[config.mk]
export PLATFORM = sky130hd
export DESIGN_NAME = dlfm_ram
export DESIGN_NICKNAME = d
export VERILOG_FILES = /design/src/hw/rtl/dlfm_ram.sv
export SDC_FILE = /design/constraint.sdc
export NUM_CORES = 1
export LEC_CHECK = 0
export BUFFER_PORTS_ARGS = -buffer_cell sky130_fd_sc_hd__buf_4
export CAP_MARGIN = 20
export CORE_MARGIN = 3
export CORE_UTILIZATION = 65
export CTS_CLUSTER_SIZE = 12
export DETAILED_ROUTE_END_ITERATION = 8
export GPL_TIMING_DRIVEN = 0
export PLACE_DENSITY = 0.83
export SLEW_MARGIN = 10
export SYNTH_ARGS = -nofsm -noshare
export SYNTH_HDL_FRONTEND = slang
export SYNTH_SLANG_ARGS = --single-unit
[constraint.sdc]
create_clock -name clk -period 4.4 [get_ports clk]
set_input_delay 0.22 -clock clk [delete_from_list [all_inputs] [get_ports clk]]
set_output_delay 0.22 -clock clk [all_outputs]
set_load 0.02 [all_outputs]
[src/hw/rtl/dlfm_ram.sv]
// Generic single-write, single-read RAM with registered read data.
// Depends on nothing.
module dlfm_ram #(
	parameter int WIDTH = 16,
	parameter int DEPTH = 16,
	localparam int AW = (DEPTH > 1) ? $clog2(DEPTH) : 1
) (
	input  logic             clk,
	input  logic             we,
	input  logic [AW-1:0]    waddr,
	input  logic [WIDTH-1:0] wdata,
	input  logic             re,
	input  logic [AW-1:0]    raddr,
	output logic [WIDTH-1:0] rdata
);

	logic [WIDTH-1:0] mem [DEPTH];

	// Write port and registered read port.
	always_ff @(posedge clk) begin
		if (we) begin
			mem[waddr] <= wdata;
		end
		if (re) begin
			rdata <= mem[raddr];
		end
	end

endmodule

==> metrics.cfg <==
[run]
max_cap_violations = 0

[logic_synthesis]
synth.distinct_cells = 18
synth_area_mm2 = 0.01020
synth_cells = 432
yosys-top-cells-area = edfxtp_1 (80%), mux4_2 (12%), mux4_1 (2.6%)
ys_top_cells_by_count = edfxtp_1 (272), mux4_2 (54), a22oi_1 (32)
yosysMostFrequentCell = edfxtp_1
synth_top_area_frac = 0.8005
synth_edf_count = 272
ys_seq_elements = 272
synth_area_per_cell_um2 = 23.62
yosysWarnings = 0
synth_top_flop_cell = edfxtp_1
async_flop_share = 0
syn_nets = 459
yosysTopAreaCell = edfxtp_1
seq_area_frac_synth = 0.8005

[timing]
fin_skew_ns = 0.009737
hold_viol = 0
fin_crit_ns = 1.807
timing.hold.ws_ns = 0.01425
rsz0062_at_grt = false
fmax_mhz = 553.4
finalSetupViolCount = 0
worst_slack_ns = 2.593
drv_slew = 0
tns_ns = 0
relSlewSlack = 0.2850
tightest_slew_ns = 1.067
final.period_utilization = 0.4107

[placement]
routabilityCongestion = 0.7399
hpwl_mm = 13.09
place.port_buffers = 40
pre_cts_ws_ns = 2.196

[cts]
cts_hold_buffers = 15
cts_resized = 0
cts-root-buf = clkbuf_16
post_cts_buffers = 0
cts_tree = built
clk_latency_ns = 0.53
cts.sink_count = 272
htree_levels = 1
clkTransAtPathRegs_ns = 0.06
numCtsBuffers = 27
clockBufferDepth = 3

[min_path]
hold-path-endpoint = mem[12][2]
hp-start = wdata[2]
min_path_cells = 1
hold_class = in2reg

[global_route]
grt_pass1_vias = 5425
grt-ovfl-total = 0
grt_first_pass_wirelength_mm = 33.83
antenna_found_initial = 0
grt_max_degree = 17
grt_usage = 0.2709

[power]
powerDensity_mw_per_mm2 = 439.3
sw_frac_of_total = 0.2041
vdd_ir_drop_max_mv = 0.3404
p_sw_uw = 1066
p_leak_uw = 0.003868
seq_power_share = 0.563
power_frac_comb = 0.059
internal-power_uw = 4154
power.share.clock = 0.379

[routing]
drt-initial-drc-count = 670
drt_pass1_iterations = 5
route.vias.total = 5010
remaining_drc_errors = 0
post_drt_wl_per_cell_um = 29.93
ant_nets = 0
post_drt_via_cell_ratio = 6.662
drt_wl_total_mm = 22.51

[critical_path]
worstSetupPathType = in2reg
critical_path.max_fanout = 10
endpoint_kind = register
crit_chain = buf_2 -> buf_1 -> mux4_2 -> a22oi_1 -> nand2_1
max_stage_delay_ns = 0.81
critical_path_arrival_ns = 2.08
critPathLaunchType = input port
path_buf_inv = 2
path_delay_family = buffers and inverters
r2r_end = rdata[9]
crit_slowest_cell = buf_1
r2r-start = mem[9][9]
r2r_setup_slack_ns = 2.74
cp.required_ns = 4.68
worstRegToRegCells = 3

[floorplanning]
start_util = 0.6687
fp.dieH_um = 131.3
core_area_mm2 = 0.01526
ioPinCount = 43
die_area_mm2 = 0.01724
die_w_um = 131.3
num_rows = 45

[finish]
nNetsFinal = 559
diodes = 0
syn_to_final_growth_pct = 16.43
layout-drive-gt1-share = 0.3087

[run_status]
status = finished, final reports clean

worst max path at each step:
| stage | start | to | slack [ns] | cells past startpoint |
|---|---|---|---|---|
| 2_1_floorplan | waddr[2] | mem[0][0] | 2.12 | 2 |
| 3_3_place_gp | waddr[2] | mem[0][2] | 1.01 | 3 |
| 3_5_place_dp | waddr[2] | mem[0][2] | 2.20 | 4 |
| 4_1_cts | raddr[1] | rdata[11] | 2.60 | 5 |
| 5_1_grt | raddr[1] | rdata[8] | 2.59 | 5 |
| 6_report | raddr[1] | rdata[11] | 2.59 | 5 |
layer usage:
layer  up-vias  part of all wire  global-route usage
li1       2048                 -                   -
met1      2524              0.36              0.3877
met2       375              0.50              0.4340
met3        63              0.11             0.04632
met4         0             0.040              0.1021
met5         -                 0                   0
placed cells by master (no fill, tap or decap), drive strengths merged:
master	netlist	routed
a22oi	32	32
and2	1	1
buf	13	69
clkbuf	8	41
clkinv	0	4
dlygate4sd3	0	15
edfxtp	272	272
inv	0	1
mux4	64	64
nand2	17	17
nand2b	2	2
nand3	1	1
nand3b	2	2
nor2	13	13
nor2b	2	2
nor3	4	4
or3b	1	1
state kept, by name (all words and copies together), names as in the netlist:
register,count
mem,256
rdata,16
cell type report:
cell class	instances	area, um2
plain buffers	21	123.9
repair buffers	71	638.1
clock inverters	5	26.28
fillers	737	3378
well taps	211	264.0
clock buffers	33	698.2
multi-input cells	139	1962
flip-flops and latches	272	8168
per-stage QoR:
| step | instances | util | cell area, um2 | power (uW) |
|---|---|---|---|---|
| 6_report | 752 | 0.7786 | 11880 | 5219 |
| 5_1_grt | 752 | 0.7786 | 11880 | 5358 |
| 2_1_floorplan | 432 | - | 10200 | 3143 |
| 3_5_place_dp | 699 | 0.7213 | 11010 | 3277 |
| 4_1_cts | 752 | 0.7786 | 11880 | 5244 |
| 3_3_place_gp | 683 | 0.7057 | 10770 | 3252 |
power groups by stage:
| stage | registers, uW | clock network (uW) | logic [uW] |
|---|---|---|---|
| after floorplan | 3000 | 0 | 142 |
| after global placement | 2980 | 0 | 268 |
| after detailed placement | 2990 | 0 | 289 |
| after CTS | 2940 | 2000 | 307 |
| after global routing | 2940 | 2090 | 326 |
| final | 2940 | 1980 | 307 |
kinds of logic after synthesis:
kind of cell,count (synthesis),synth area share
DFF,272,0.8005
muxes,64,0.1449
and+or+nand+nor,43,0.01888
AOI/OAI and AO/OA,32,0.02354
buffers and inverters,21,0.01214
No activity file was read; power rests on OpenSTA's default activity.
