### config.mk
export PLATFORM = sky130hd
export DESIGN_NAME = dlfm_mac
export DESIGN_NICKNAME = d
export VERILOG_FILES = /design/src/hw/rtl/dlfm_pkg.sv /design/src/hw/rtl/dlfm_mac.sv
export SDC_FILE = /design/constraint.sdc
export NUM_CORES = 2
export LEC_CHECK = 0
export BUFFER_PORTS_ARGS = -buffer_cell sky130_fd_sc_hd__buf_2
export CORE_MARGIN = 5
export CORE_UTILIZATION = 58
export DETAILED_ROUTE_END_ITERATION = 10
export PLACE_DENSITY = 0.78
export SLEW_MARGIN = 20
export SYNTH_ARGS = -nofsm -noshare
export SYNTH_HDL_FRONTEND = slang
export SYNTH_SLANG_ARGS = --single-unit
### constraint.sdc
create_clock -name clk -period 6.4 [get_ports clk]
set_input_delay 0.96 -clock clk [delete_from_list [all_inputs] [get_ports clk]]
set_output_delay 0.96 -clock clk [all_outputs]
set_load 0.01 [all_outputs]
### src/hw/rtl/dlfm_pkg.sv
// Constants, codes and control structs of the dense layer MAC block.
// Depends on nothing; the interfaces, sequencer, MAC unit, top level, checker and testbench import it.
package dlfm_pkg;

	// Sizing of the layer and the fixed-point format.
	localparam int MAX_INPUTS = 64;
	localparam int MAX_NODES  = 16;
	localparam int DATA_WIDTH = 16;
	localparam int FRAC_BITS  = DATA_WIDTH - 4;
	localparam int PROD_W     = 2 * DATA_WIDTH;
	localparam int ACC_W      = 40;

	// Widths fixed by the register map and the result fields.
	localparam int NUM_INPUTS_W = 7;
	localparam int NUM_NODES_W  = 5;
	localparam int CFG_DATA_W   = 7;
	localparam int CFG_IDX_W    = 1;
	localparam int NODE_INDEX_W = 4;

	// Widths derived from the sizing.
	localparam int IN_CNT_W   = $clog2(MAX_INPUTS + 1);
	localparam int EC_W       = (MAX_INPUTS > 1) ? $clog2(MAX_INPUTS) : 1;
	localparam int NODE_W     = (MAX_NODES > 1) ? $clog2(MAX_NODES) : 1;
	localparam int NODE_CNT_W = $clog2(MAX_NODES + 1);
	localparam int WDEPTH     = MAX_INPUTS * MAX_NODES;
	localparam int WADDR_W    = (WDEPTH > 1) ? $clog2(WDEPTH) : 1;

	// Item function codes.
	localparam logic FUNC_LOAD   = 1'b0;
	localparam logic FUNC_SAMPLE = 1'b1;

	// Register indexes.
	localparam logic [CFG_IDX_W-1:0] CFG_NUM_INPUTS = CFG_IDX_W'(0);
	localparam logic [CFG_IDX_W-1:0] CFG_NUM_NODES  = CFG_IDX_W'(1);

	// Sequencer to MAC unit control.
	typedef struct packed {
		logic                         issue;
		logic [NODE_W-1:0]            node;
		logic                         final_row;
		logic signed [DATA_WIDTH-1:0] x;
		logic                         clear_all;
		logic                         emit_load;
		logic                         emit_last;
	} mac_ctrl_t;

	// Sequencer to parameter store write port.
	typedef struct packed {
		logic                  w_we;
		logic                  b_we;
		logic [WADDR_W-1:0]    w_addr;
		logic [NODE_W-1:0]     b_addr;
		logic [DATA_WIDTH-1:0] data;
	} store_wr_t;

endpackage

### src/hw/rtl/dlfm_mac.sv
// Shared multiply-accumulate unit: product stage, accumulator file and result register.
// Depends on dlfm_pkg; weight and bias words come from the parameter stores.
module dlfm_mac (
	input  logic                                   clk,
	input  logic                                   arst_n,
	input  dlfm_pkg::mac_ctrl_t                    ctrl,
	input  logic signed [dlfm_pkg::DATA_WIDTH-1:0] w_rdata,
	input  logic signed [dlfm_pkg::DATA_WIDTH-1:0] b_rdata,
	output logic                                   busy,
	output logic [dlfm_pkg::NODE_INDEX_W-1:0]      node_index,
	output logic signed [dlfm_pkg::ACC_W-1:0]      sum,
	output logic                                   last
);
	import dlfm_pkg::*;

	logic                         valid_s1;
	logic                         final_s1;
	logic [NODE_W-1:0]            node_s1;
	logic signed [DATA_WIDTH-1:0] x_s1;
	logic                         valid_s2;
	logic                         final_s2;
	logic [NODE_W-1:0]            node_s2;
	logic signed [PROD_W-1:0]     prod_s2;
	logic signed [DATA_WIDTH-1:0] bias_s2;
	logic signed [ACC_W-1:0]      acc_q [MAX_NODES];
	logic signed [ACC_W-1:0]      bias_term;
	logic signed [ACC_W-1:0]      acc_next;
	logic [NODE_INDEX_W-1:0]      node_index_q;
	logic signed [ACC_W-1:0]      sum_q;
	logic                         last_q;

	// Pipeline valid bits.
	always_ff @(posedge clk or negedge arst_n) begin
		if (!arst_n) begin
			valid_s1 <= 1'b0;
			valid_s2 <= 1'b0;
		end else begin
			valid_s1 <= ctrl.issue;
			valid_s2 <= valid_s1;
		end
	end

	// Stage payloads: the weight read is in flight in stage one, the product in stage two.
	always_ff @(posedge clk) begin
		node_s1  <= ctrl.node;
		final_s1 <= ctrl.final_row;
		x_s1     <= ctrl.x;
		node_s2  <= node_s1;
		final_s2 <= final_s1;
		prod_s2  <= x_s1 * w_rdata;
		bias_s2  <= b_rdata;
	end

	// On the last element of a row the bias, aligned to the product format, joins the sum.
	always_comb begin
		bias_term = final_s2 ? (ACC_W'(bias_s2) <<< FRAC_BITS) : '0;
		acc_next  = acc_q[node_s2] + ACC_W'(prod_s2) + bias_term;
	end

	// Accumulator file: one node per cycle, cleared as each sum is handed out and all at once on a register write.
	always_ff @(posedge clk or negedge arst_n) begin
		if (!arst_n) begin
			for (int i = 0; i < MAX_NODES; i++) begin
				acc_q[i] <= '0;
			end
		end else if (ctrl.clear_all) begin
			for (int i = 0; i < MAX_NODES; i++) begin
				acc_q[i] <= '0;
			end
		end else begin
			if (valid_s2) begin
				acc_q[node_s2] <= acc_next;
			end
			if (ctrl.emit_load) begin
				acc_q[ctrl.node] <= '0;
			end
		end
	end

	// Result register.
	always_ff @(posedge clk) begin
		if (ctrl.emit_load) begin
			sum_q        <= acc_q[ctrl.node];
			node_index_q <= NODE_INDEX_W'(ctrl.node);
			last_q       <= ctrl.emit_last;
		end
	end

	assign busy       = valid_s1 | valid_s2;
	assign node_index = node_index_q;
	assign sum        = sum_q;
	assign last       = last_q;

endmodule

==> results.py <==
metrics = {
    "outcome": {
        "outcome": "completed",
    },
    "yosys": {
        "ys_top_cells_by_area": "dfrtp_1, mux4_2, fa_1",
        "synth-seq-cells": 761,
        "yosysWarnings": 0,
        "netlist.area_leader.share_pct": 31.4,
        "synth_edf_count": 45,
        "ys_async_sr_fraction_pct": 84.4,
        "synth_top_area_cell": "dfrtp_1",
        "syn_area_um2": 51200,
        "synthCells": 4884,
        "yosysUniqueCellTypes": 76,
        "avgSynthCellArea_um2": 10.5,
        "seq_area_frac_synth_pct": 36.9,
        "synth_ff_type": "dfrtp_1",
        "syn_nets": 5366,
    },
    "timing": {
        "fin_crit_sh_pct": 97.0,
        "worst_slew_pin_slew_ns": 1.17,
        "max-slew-margin-rel_pct": 21.8,
        "min_period_ns": 6.21,
        "finalSetupViolations": 0,
        "clock_skew_ns": 0.0440,
        "maxSlewViolCount": 0,
        "finalSetupTns_ns": 0,
        "rsz0062_at_grt": "no",
        "finalHoldViolCount": 0,
        "fmax_mhz": 161,
    },
    "pwr": {
        "p_leak_nw": 24.2,
        "internal_power_mw": 15.1,
        "net-switching-power_mw": 11.3,
        "power_frac_seq_pct": 21.3,
        "switching_share_pct": 43.0,
        "p_clk_share_pct": 20.5,
        "finalPower_mw": 26.4,
        "ir_drop_mv": 0.773,
        "power_density_nw_per_um2": 466,
        "p_comb_share_pct": 58.2,
    },
    "die": {
        "fp.coreArea_um2": 88000,
        "io_pins": 105,
        "fp.dieArea_um2": 94300,
        "initial_core_util_pct": 58.2,
        "dieWidth_um": 307,
        "num_rows": 109,
        "fp.dieH_um": 307,
    },
    "grt": {
        "grt_overflow_total": 0,
        "grt_pass1_vias": 43400,
        "grt_max_degree": 129,
        "antenna_found_initial": 4,
        "grt_pass1_wl_um": 257000,
        "grt_use_total_pct": 35.9,
    },
    "clock_network": {
        "cts_tree": "yes",
        "numCtsBuffers": 86,
        "cts_sinks": 761,
        "root_buffer": "clkbuf_16",
        "h-tree-depth": 3,
        "cts.path.max_buffers": 3,
        "cts_setup_buffers": 0,
        "clkLatencyLatePin_ns": 0.70,
        "clk_pin_slew_ns": 0.06,
    },
    "final_layout": {
        "final_cell_mix": "nand2_1, dfrtp_1, a21oi_1, mux4_2, inv_1",
        "finalInstanceArea_um2": 56700,
        "drive_above_1_share_pct": 19.5,
        "layout_commonest_cell": "nand2_1",
        "nets": 5353,
        "area_delta_synth_final_pct": 10.7,
    },
    "detailed_routing": {
        "first_pass_iters": 8,
        "first_iter_violations": 5832,
        "drc": 0,
        "postRouteAntennaNets": 0,
        "viasPerCell": 6.83,
        "vias": 41700,
        "wl_per_cell_um": 27.6,
        "drt_wl_total_um": 169000,
    },
    "flow_run": {
        "maxCapViolCount": 0,
    },
    "setup_path": {
        "cpMaxStageDelayCell": "fa_1",
        "cp.depth": 22,
        "r2r_cells": 22,
        "cp_top_family": "adder cells",
        "crit_required_ns": 6.94,
        "critPathKind": "flop to flop",
        "arrival_ns": 6.75,
        "path_buf_inv": 6,
        "worstSetupStartpointType": "flop",
        "worstSetupEndpointType": "flop",
        "path_cells": "buf_4 > nand2_1 > fa_1 > inv_1 > fa_1 > inv_1 > fa_1 > inv_1 > fa_1 > fa_1 > inv_1 > fa_1 > inv_1 > ha_1 > and2_1 > nor3b_1 > a21oi_1 > o21ai_0 > o211a_1 > a211oi_2 > nand4b_1 > o311ai_0",
        "cpPeakStageDelay_ns": 0.56,
        "crit_path_frequent_cell": "fa_1",
        "path_max_fanout": 10,
    },
    "worst_hold_path": {
        "hold_path_depth": 0,
        "worstHoldPathType": "flop to flop",
    },
    "placed_design": {
        "hpwl_um": 105000,
        "post_dp_cell_area_um2": 53500,
        "routabilityCongestion": 0.940,
        "port_buffers": 104,
    },
}
==> layout make-up <==
cell class | count | area [um^2]
clock buffer | 122 | 2560
fill | 6593 | 31300
inverter | 293 | 1100
antenna | 1 | 2.50
tap | 1165 | 1460
multi-input combinational | 3427 | 29800
clock inverter | 37 | 533
sequential | 761 | 18900
timing repair buffer | 302 | 2230
==> final timing paths <==
kind,slack (ns),startpoint,endpoint
worst min-delay path,0.33,node_s1[1],node_s2[1]
worst max-delay path,0.19,x_s1[7],prod_s2[25]
worst max register to register,0.19,x_s1[7],prod_s2[25]
worst min register to register,0.33,node_s1[1],node_s2[1]
min in group asynchronous,0.36,arst_n,acc_q[464]
max in group asynchronous,4.55,arst_n,acc_q[450]
==> metal layers <==
layer  track usage, %  share of wire [%]  vias to the layer above
li1                 -                  -                    16900
met1             45.3                 33                    20500
met2             53.6                 44                     3356
met4             22.6                7.9                       10
met3             12.2                 15                      980
met5            0.607              0.063                        -
==> sequential cells by signal, indices dropped and copies added (netlist names) <==
register and count:
valid_s1 1, node_index 4, sum 40, bias_s2 16, final_s1 1, node_s2 4, final_s2 1, x_s1 16
last 1, node_s1 4, valid_s2 1, acc_q 640, prod_s2 32
==> timing repair <==
action,CTS,global route
setup endpoints to repair,0,3
hold buffers,0,0
resized for setup,0,9
==> through the flow <==
step / util (%) / hold WS [ns] / std cells / setup slack [ns]
floorplan: - / 0.310 / 4884 / 0.0185
global placement: 60.8 / 0.310 / 5947 / -0.227
detailed placement: 60.8 / 0.314 / 5947 / -0.423
CTS: 64.3 / 0.325 / 6106 / 0.174
global route: 64.4 / 0.330 / 6107 / 0.0287
finish: 64.4 / 0.326 / 6108 / 0.190
==> power by group through the flow <==
| stage | sequential (mW) | combinational [mW] | clock (mW) |
|---|---|---|---|
| 3_5_place_dp | 5.68 | 15.0 | 0 |
| 3_3_place_gp | 5.68 | 14.6 | 0 |
| 2_1_floorplan | 5.52 | 10.1 | 0 |
| 4_1_cts | 5.61 | 15.2 | 5.39 |
| 5_1_grt | 5.65 | 16.9 | 5.60 |
| 6_report | 5.62 | 15.4 | 5.40 |
==> synth_stat cells, types with 74 or more instances <==
cell,instances
dfxtp_1,74
mux4_2,399
a211oi_1,90
ha_1,133
a21oi_1,527
dfrtp_1,642
clkbuf_1,279
and2_1,145
nand3_1,161
o21ai_0,75
nand2_1,956
fa_1,290
nor2_1,279
inv_1,293
buf_1,88
==> logic make-up (layout without fill, tap and decap cells) <==
logic type / Yosys count / count (layout) / share of synthesized area [%]
AOI/OAI and AO/OA: 877 / 877 / 10.3
xor gates and xnor gates: 61 / 61 / 1.09
adders and majority gates: 423 / 423 / 14.6
buffers and inverters: 696 / 754 / 5.23
DFF: 761 / 761 / 36.9
muxes: 400 / 400 / 17.6
other: 0 / 1 / 0
and+or+nand+nor: 1666 / 1666 / 14.3
Note: power is estimated with default switching activity, not from simulation.
