<file path="config.mk">
export PLATFORM = sky130hd
export DESIGN_NAME = dlfm_seq
export DESIGN_NICKNAME = d
export VERILOG_FILES = /design/src/hw/rtl/dlfm_pkg.sv /design/src/hw/rtl/dlfm_seq.sv
export SDC_FILE = /design/constraint.sdc
export NUM_CORES = 1
export LEC_CHECK = 0
export BUFFER_PORTS_ARGS = -buffer_cell sky130_fd_sc_hd__buf_2
export CAP_MARGIN = 0
export CORE_MARGIN = 4
export CORE_UTILIZATION = 53
export CTS_CLUSTER_SIZE = 14
export DETAILED_ROUTE_END_ITERATION = 6
export PLACE_DENSITY = 0.88
export SYNTH_ARGS = -nofsm -noshare
export SYNTH_HDL_FRONTEND = slang
export SYNTH_SLANG_ARGS = --single-unit
</file>
<file path="constraint.sdc">
create_clock -name clk -period 2.6 [get_ports clk]
set_input_delay 0.26 -clock clk [delete_from_list [all_inputs] [get_ports clk]]
set_output_delay 0.26 -clock clk [all_outputs]
set_load 0.05 [all_outputs]
</file>
<file path="src/hw/rtl/dlfm_pkg.sv">
// Constants, codes and control structs of the dense layer MAC block.
// Depends on nothing; the interfaces, sequencer, MAC unit, top level, checker and testbench import it.
package dlfm_pkg;

	// Sizing of the layer and the fixed-point format.
	localparam int MAX_INPUTS = 64;
	localparam int MAX_NODES  = 16;
	localparam int DATA_WIDTH = 16;
	localparam int FRAC_BITS  = DATA_WIDTH - 4;
	localparam int PROD_W     = 2 * DATA_WIDTH;
	localparam int ACC_W      = 40;

	// Widths fixed by the register map and the result fields.
	localparam int NUM_INPUTS_W = 7;
	localparam int NUM_NODES_W  = 5;
	localparam int CFG_DATA_W   = 7;
	localparam int CFG_IDX_W    = 1;
	localparam int NODE_INDEX_W = 4;

	// Widths derived from the sizing.
	localparam int IN_CNT_W   = $clog2(MAX_INPUTS + 1);
	localparam int EC_W       = (MAX_INPUTS > 1) ? $clog2(MAX_INPUTS) : 1;
	localparam int NODE_W     = (MAX_NODES > 1) ? $clog2(MAX_NODES) : 1;
	localparam int NODE_CNT_W = $clog2(MAX_NODES + 1);
	localparam int WDEPTH     = MAX_INPUTS * MAX_NODES;
	localparam int WADDR_W    = (WDEPTH > 1) ? $clog2(WDEPTH) : 1;

	// Item function codes.
	localparam logic FUNC_LOAD   = 1'b0;
	localparam logic FUNC_SAMPLE = 1'b1;

	// Register indexes.
	localparam logic [CFG_IDX_W-1:0] CFG_NUM_INPUTS = CFG_IDX_W'(0);
	localparam logic [CFG_IDX_W-1:0] CFG_NUM_NODES  = CFG_IDX_W'(1);

	// Sequencer to MAC unit control.
	typedef struct packed {
		logic                         issue;
		logic [NODE_W-1:0]            node;
		logic                         final_row;
		logic signed [DATA_WIDTH-1:0] x;
		logic                         clear_all;
		logic                         emit_load;
		logic                         emit_last;
	} mac_ctrl_t;

	// Sequencer to parameter store write port.
	typedef struct packed {
		logic                  w_we;
		logic                  b_we;
		logic [WADDR_W-1:0]    w_addr;
		logic [NODE_W-1:0]     b_addr;
		logic [DATA_WIDTH-1:0] data;
	} store_wr_t;

endpackage

</file>
<file path="src/hw/rtl/dlfm_seq.sv">
// Sequencer: registers, load pointers, element counter and the node loop.
// Depends on dlfm_pkg; drives the parameter stores and the MAC unit.
module dlfm_seq (
	input  logic                                  clk,
	input  logic                                  arst_n,
	input  logic                                  in_valid,
	input  logic                                  in_func,
	input  logic [dlfm_pkg::DATA_WIDTH-1:0]       in_value,
	output logic                                  in_ready,
	input  logic                                  out_ready,
	output logic                                  out_valid,
	input  logic                                  cfg_we,
	input  logic [dlfm_pkg::CFG_IDX_W-1:0]        cfg_index,
	input  logic [dlfm_pkg::CFG_DATA_W-1:0]       cfg_data,
	input  logic                                  mac_busy,
	output dlfm_pkg::mac_ctrl_t                   mac_ctrl,
	output dlfm_pkg::store_wr_t                   store_wr,
	output logic [dlfm_pkg::WADDR_W-1:0]          w_raddr
);
	import dlfm_pkg::*;

	typedef enum logic [1:0] {S_IDLE, S_MAC, S_DRAIN, S_EMIT} state_t;

	state_t                       state_q;
	logic [NUM_INPUTS_W-1:0]      num_inputs_q;
	logic [NUM_NODES_W-1:0]       num_nodes_q;
	logic [IN_CNT_W-1:0]          ni_eff;
	logic [NODE_CNT_W-1:0]        nn_eff;
	logic [EC_W-1:0]              ec_q;
	logic [IN_CNT_W-1:0]          lwp_q;
	logic [IN_CNT_W-1:0]          lwp_m1;
	logic [NODE_W-1:0]            lnp_q;
	logic [NODE_W-1:0]            node_q;
	logic                         final_q;
	logic [DATA_WIDTH-1:0]        x_q;
	logic                         out_valid_q;
	logic                         accept;
	logic                         last_node;
	logic                         last_load_node;
	logic                         emit_load;

	function automatic logic [WADDR_W-1:0] wt_addr(input logic [NODE_W-1:0] n,
			input logic [EC_W-1:0] c);
		wt_addr = WADDR_W'(int'(n) * MAX_INPUTS + int'(c));
	endfunction

	// Register values out of range are clamped to the supported span.
	always_comb begin
		if (num_inputs_q == '0) begin
			ni_eff = IN_CNT_W'(1);
		end else if (int'(num_inputs_q) > MAX_INPUTS) begin
			ni_eff = IN_CNT_W'(MAX_INPUTS);
		end else begin
			ni_eff = IN_CNT_W'(num_inputs_q);
		end
		if (num_nodes_q == '0) begin
			nn_eff = NODE_CNT_W'(1);
		end else if (int'(num_nodes_q) > MAX_NODES) begin
			nn_eff = NODE_CNT_W'(MAX_NODES);
		end else begin
			nn_eff = NODE_CNT_W'(num_nodes_q);
		end
	end

	assign in_ready       = (state_q == S_IDLE);
	assign accept         = in_valid && in_ready;
	assign last_node      = (NODE_CNT_W'(node_q) + NODE_CNT_W'(1)) == nn_eff;
	assign last_load_node = (NODE_CNT_W'(lnp_q) + NODE_CNT_W'(1)) == nn_eff;
	assign emit_load      = (state_q == S_EMIT) && (!out_valid_q || out_ready);
	assign out_valid      = out_valid_q;
	assign lwp_m1         = lwp_q - IN_CNT_W'(1);

	// Parameter store writes: word zero of a node is its bias, the rest its weights.
	always_comb begin
		store_wr.data   = in_value;
		store_wr.b_we   = accept && (in_func == FUNC_LOAD) && (lwp_q == '0);
		store_wr.w_we   = accept && (in_func == FUNC_LOAD) && (lwp_q != '0);
		store_wr.b_addr = lnp_q;
		store_wr.w_addr = wt_addr(lnp_q, lwp_m1[EC_W-1:0]);
	end

	// MAC unit control and the weight read address.
	always_comb begin
		mac_ctrl.issue     = (state_q == S_MAC);
		mac_ctrl.node      = node_q;
		mac_ctrl.final_row = final_q;
		mac_ctrl.x         = x_q;
		mac_ctrl.clear_all = cfg_we;
		mac_ctrl.emit_load = emit_load;
		mac_ctrl.emit_last = last_node;
		w_raddr            = wt_addr(node_q, ec_q);
	end

	// State, counters and pointers.
	always_ff @(posedge clk or negedge arst_n) begin
		if (!arst_n) begin
			state_q      <= S_IDLE;
			num_inputs_q <= NUM_INPUTS_W'(1);
			num_nodes_q  <= NUM_NODES_W'(1);
			ec_q         <= '0;
			lwp_q        <= '0;
			lnp_q        <= '0;
			node_q       <= '0;
			final_q      <= 1'b0;
			x_q          <= '0;
			out_valid_q  <= 1'b0;
		end else begin
			// The result register empties when taken and refills during emission.
			if (emit_load) begin
				out_valid_q <= 1'b1;
			end else if (out_ready) begin
				out_valid_q <= 1'b0;
			end

			if (cfg_we) begin
				// A register write abandons any partial row and restarts the load sequence.
				unique case (cfg_index)
					CFG_NUM_INPUTS: num_inputs_q <= cfg_data[NUM_INPUTS_W-1:0];
					CFG_NUM_NODES:  num_nodes_q  <= cfg_data[NUM_NODES_W-1:0];
				endcase
				ec_q  <= '0;
				lwp_q <= '0;
				lnp_q <= '0;
			end else begin
				unique case (state_q)
					S_IDLE: begin
						if (accept) begin
							if (in_func == FUNC_LOAD) begin
								if (lwp_q == ni_eff) begin
									lwp_q <= '0;
									lnp_q <= last_load_node ? '0 : lnp_q + NODE_W'(1);
								end else begin
									lwp_q <= lwp_q + IN_CNT_W'(1);
								end
							end else begin
								x_q     <= in_value;
								final_q <= (IN_CNT_W'(ec_q) + IN_CNT_W'(1)) == ni_eff;
								node_q  <= '0;
								state_q <= S_MAC;
							end
						end
					end
					S_MAC: begin
						if (last_node) begin
							state_q <= S_DRAIN;
						end else begin
							node_q <= node_q + NODE_W'(1);
						end
					end
					S_DRAIN: begin
						if (!mac_busy) begin
							node_q <= '0;
							if (final_q) begin
								ec_q    <= '0;
								state_q <= S_EMIT;
							end else begin
								ec_q    <= ec_q + EC_W'(1);
								state_q <= S_IDLE;
							end
						end
					end
					S_EMIT: begin
						if (emit_load) begin
							if (last_node) begin
								state_q <= S_IDLE;
							end else begin
								node_q <= node_q + NODE_W'(1);
							end
						end
					end
				endcase
			end
		end
	end

endmodule

</file>
==> results.py <==
metrics = {
    "sta": {
        "fmax_ghz": 0.405,
        "setup_ws_ns": 0.132,
        "finalSetupViolCount": 0,
        "rsz0062_at_grt": "no",
        "fin_setup_tns_ns": 0,
        "maxSlewHeadroom_pct": 54.1,
        "worst_pin_slew_ns": 0.687,
        "skew_ns": 0.0130,
        "drv_slew": 0,
        "period_share_pct": 94.9,
        "hold_viol": 0,
        "finalCriticalPeriod_ns": 2.47,
    },
    "worst_setup_path": {
        "path_max_fanout": 10,
        "crit_slowest_cell": "dfrtp_1",
        "worstPathArrival_ns": 2.21,
        "crit_path_end_kind": "output port",
        "worstSetupPathType": "reg -> out",
        "crit_chain": "ha_1 -> xnor2_1 -> a21o_1 -> o21ai_0 -> o211a_2 -> buf_2",
        "crit_required_ns": 2.34,
        "critPathLaunchType": "register",
        "cpPeakStageDelay_ns": 0.48,
    },
    "run": {
        "cap_violations": 0,
    },
    "global_routing": {
        "busiest_layer": "met2",
        "antenna_found_initial": 0,
        "grt_usage_pct": 20.6,
        "met1_usage_pct": 25.7,
        "grt_pass1_vias": 2814,
        "grt_max_degree": 26,
        "grt_pass1_wl_um": 12800,
        "met3_usage_pct": 5.49,
        "met2_usage_pct": 34.8,
        "grt-ovfl-total": 0,
    },
    "place": {
        "dp_hpwl_um": 6000,
        "place_ws_ns": 0.396,
        "place_congestion": 0.882,
        "io_buffers": 99,
    },
    "final_layout": {
        "final.fill_count": 538,
        "layout_common_cells": "buf_2 (99), dfrtp_1 (51), mux2_2 (27), nand2_1 (25)",
        "final_nets": 450,
        "drive_gt1_share_pct": 38.6,
        "final_common_cell": "buf_2",
        "diodes": 0,
        "area_growth_pct": 12.1,
    },
    "drt": {
        "ant_nets": 0,
        "dr.first_iter.drc_count": 179,
        "vias_per_cell": 5.78,
        "wl_per_cell_um": 15.6,
        "drtPass1Iterations": 4,
        "routed_wl_um": 7700,
        "vias": 2845,
        "drc": 0,
    },
    "cts": {
        "cts_tree": "yes",
        "htreeDepth": 2,
        "cts_made_buffers": 5,
        "clock_latency_ns": 0.32,
        "root_buffer": "clkbuf_8",
        "clock-sinks": 53,
        "clock_path_buffers": 2,
        "post_cts_buffers": 0,
        "clkTransAtPathRegs_ns": 0.10,
    },
    "floorplan": {
        "die_h_um": 88.8,
        "die_area_um2": 7890,
        "start_util_pct": 54.5,
        "fp.coreArea_um2": 6350,
        "ios": 100,
        "num_rows": 29,
        "die_w_um": 88.8,
    },
    "power_and_ir_drop": {
        "total_power_mw": 3.76,
        "p_leak_nw": 1.87,
        "vdd_drop_max_mv": 0.875,
        "power_density_nw_per_um2": 969,
    },
    "synth": {
        "synth_edf_count": 0,
        "yosys.area_share.simple_pct": 20.0,
        "muxShareOfSynthArea_pct": 9.94,
        "syn_nets": 385,
        "synth_xor_area_share_pct": 6.29,
        "ys_types": 69,
        "synth_fa_ha_area_share_pct": 1.81,
        "synthArstFlopShare_pct": 100,
        "synth_ff_type": "dfrtp_1",
        "ys_ff_latch": 53,
        "synth-compound-area-share_pct": 13.0,
        "synth.yosys.warnings": 0,
        "syn_avg_cell_area_um2": 9.92,
        "yosysSeqAreaShare_pct": 38.4,
        "netlist_instances": 349,
        "syn-cell-area_um2": 3460,
        "synth_top_family_by_area": "simple AND/OR/NAND/NOR gates",
    },
    "outcome": {
        "outcome": "complete, no violations",
    },
    "hold_path": {
        "min_path_type": "in -> reg",
    },
}
[sequential cells by signal (all words and copies together), names as in the netlist, 2 cells and up]
signal / flops
x_q: 16
lwp_q: 7
num_inputs_q: 7
ec_q: 6
num_nodes_q: 5
lnp_q: 4
node_q: 4
state_q: 2
[kinds of logic (layout without fill, tap and decap cells)]
| kind of cell | after synthesis | in the layout |
|---|---|---|
| compound gates | 62 | 62 |
| xor+xnor | 24 | 24 |
| fa+ha+maj | 5 | 5 |
| buf+inv | 55 | 121 |
| flops | 53 | 53 |
| mux | 31 | 31 |
| simple gates | 119 | 119 |
[report_power, final]
| part | leakage (nW) | switching, mW | internal, mW |
|---|---|---|---|
| clock | 0.0603 | 0.299 | 0.295 |
| combinational | 1.12 | 1.33 | 0.565 |
| sequential | 0.685 | 0.235 | 1.03 |
[layer usage]
metal	part of all wire [%]	routed length, um
met4	1.5	116
met3	8.3	640
met1	41	3140
met2	49	3800
met5	0	0
[final cells by class]
cell class                      instances  area (um^2)  area share, %
Timing Repair Buffer                  104          536           13.8
Clock buffer                            5         68.8           1.77
Tap cell                               77         96.3           2.48
Inverter                                9         33.8          0.871
Clock inverter                          3         50.0           1.29
Multi-Input combinational cell        241         1770           45.5
Sequential cell                        53         1330           34.2
[critical path: cells and delay by family (launching register included)]
family                   cells  cell delay (ns)
AO/OA/AOI/OAI                3             0.63
flip-flops                   1             0.48
adder cells (fa/ha/maj)      1             0.32
buffers and inverters        1             0.31
XOR/XNOR                     1             0.15
[per-stage QoR]
stage	instances	hold slack, ns	util [%]	cell area [um^2]
3_5_place_dp	483	0.250	59.1	3750
6_report	492	0.152	61.1	3880
5_1_grt	492	0.176	61.1	3880
3_3_place_gp	483	0.247	59.1	3750
4_1_cts	492	0.154	61.1	3880
2_1_floorplan	349	-0.0356	-	3460
[synthesized netlist by cell type, types with 4 or more instances]
| library cell | count | share of area, % |
|---|---|---|
| a21oi_1 | 12 | 1.7 |
| a31oi_1 | 4 | 0.72 |
| buf_4 | 31 | 6.7 |
| clkbuf_1 | 7 | 0.76 |
| dfrtp_1 | 51 | 37 |
| ha_1 | 5 | 1.8 |
| inv_1 | 9 | 0.98 |
| mux2_2 | 27 | 8.8 |
| mux2i_1 | 4 | 1.2 |
| nand2_1 | 25 | 2.7 |
| nand2b_1 | 11 | 2.0 |
| nand3_1 | 10 | 1.4 |
| nand4_1 | 6 | 1.1 |
| nor2_1 | 16 | 1.7 |
| nor2b_1 | 5 | 0.90 |
| nor3_1 | 10 | 1.4 |
| nor4_1 | 5 | 0.90 |
| o211a_1 | 4 | 1.2 |
| o21ai_0 | 16 | 2.3 |
| o21bai_1 | 4 | 0.87 |
| xnor2_1 | 13 | 3.3 |
| xor2_1 | 10 | 2.5 |
[worst paths after layout]
path                                  from         endpoint  slack, ns  depth (start not counted)
max                              node_q[0]      mac_ctrl[0]       0.13                          6
max in group asynchronous           arst_n           x_q[1]       1.57                          3
max reg2reg                num_inputs_q[6]         lnp_q[3]       0.38                          6
min reg2reg                         x_q[6]           x_q[6]       0.51                          1
min in group asynchronous           arst_n   num_nodes_q[4]       0.42                          2
min                            cfg_data[6]  num_inputs_q[6]       0.15                          3
[repair_timing]
item | 4_1_cts | 5_1_grt
setup endpoints to repair | 0 | 1
resized for setup | 0 | 1
hold buffers | 1 | 0
endpoints found under the hold margin | 18 | 0
Power figures use the tool's default switching activity.
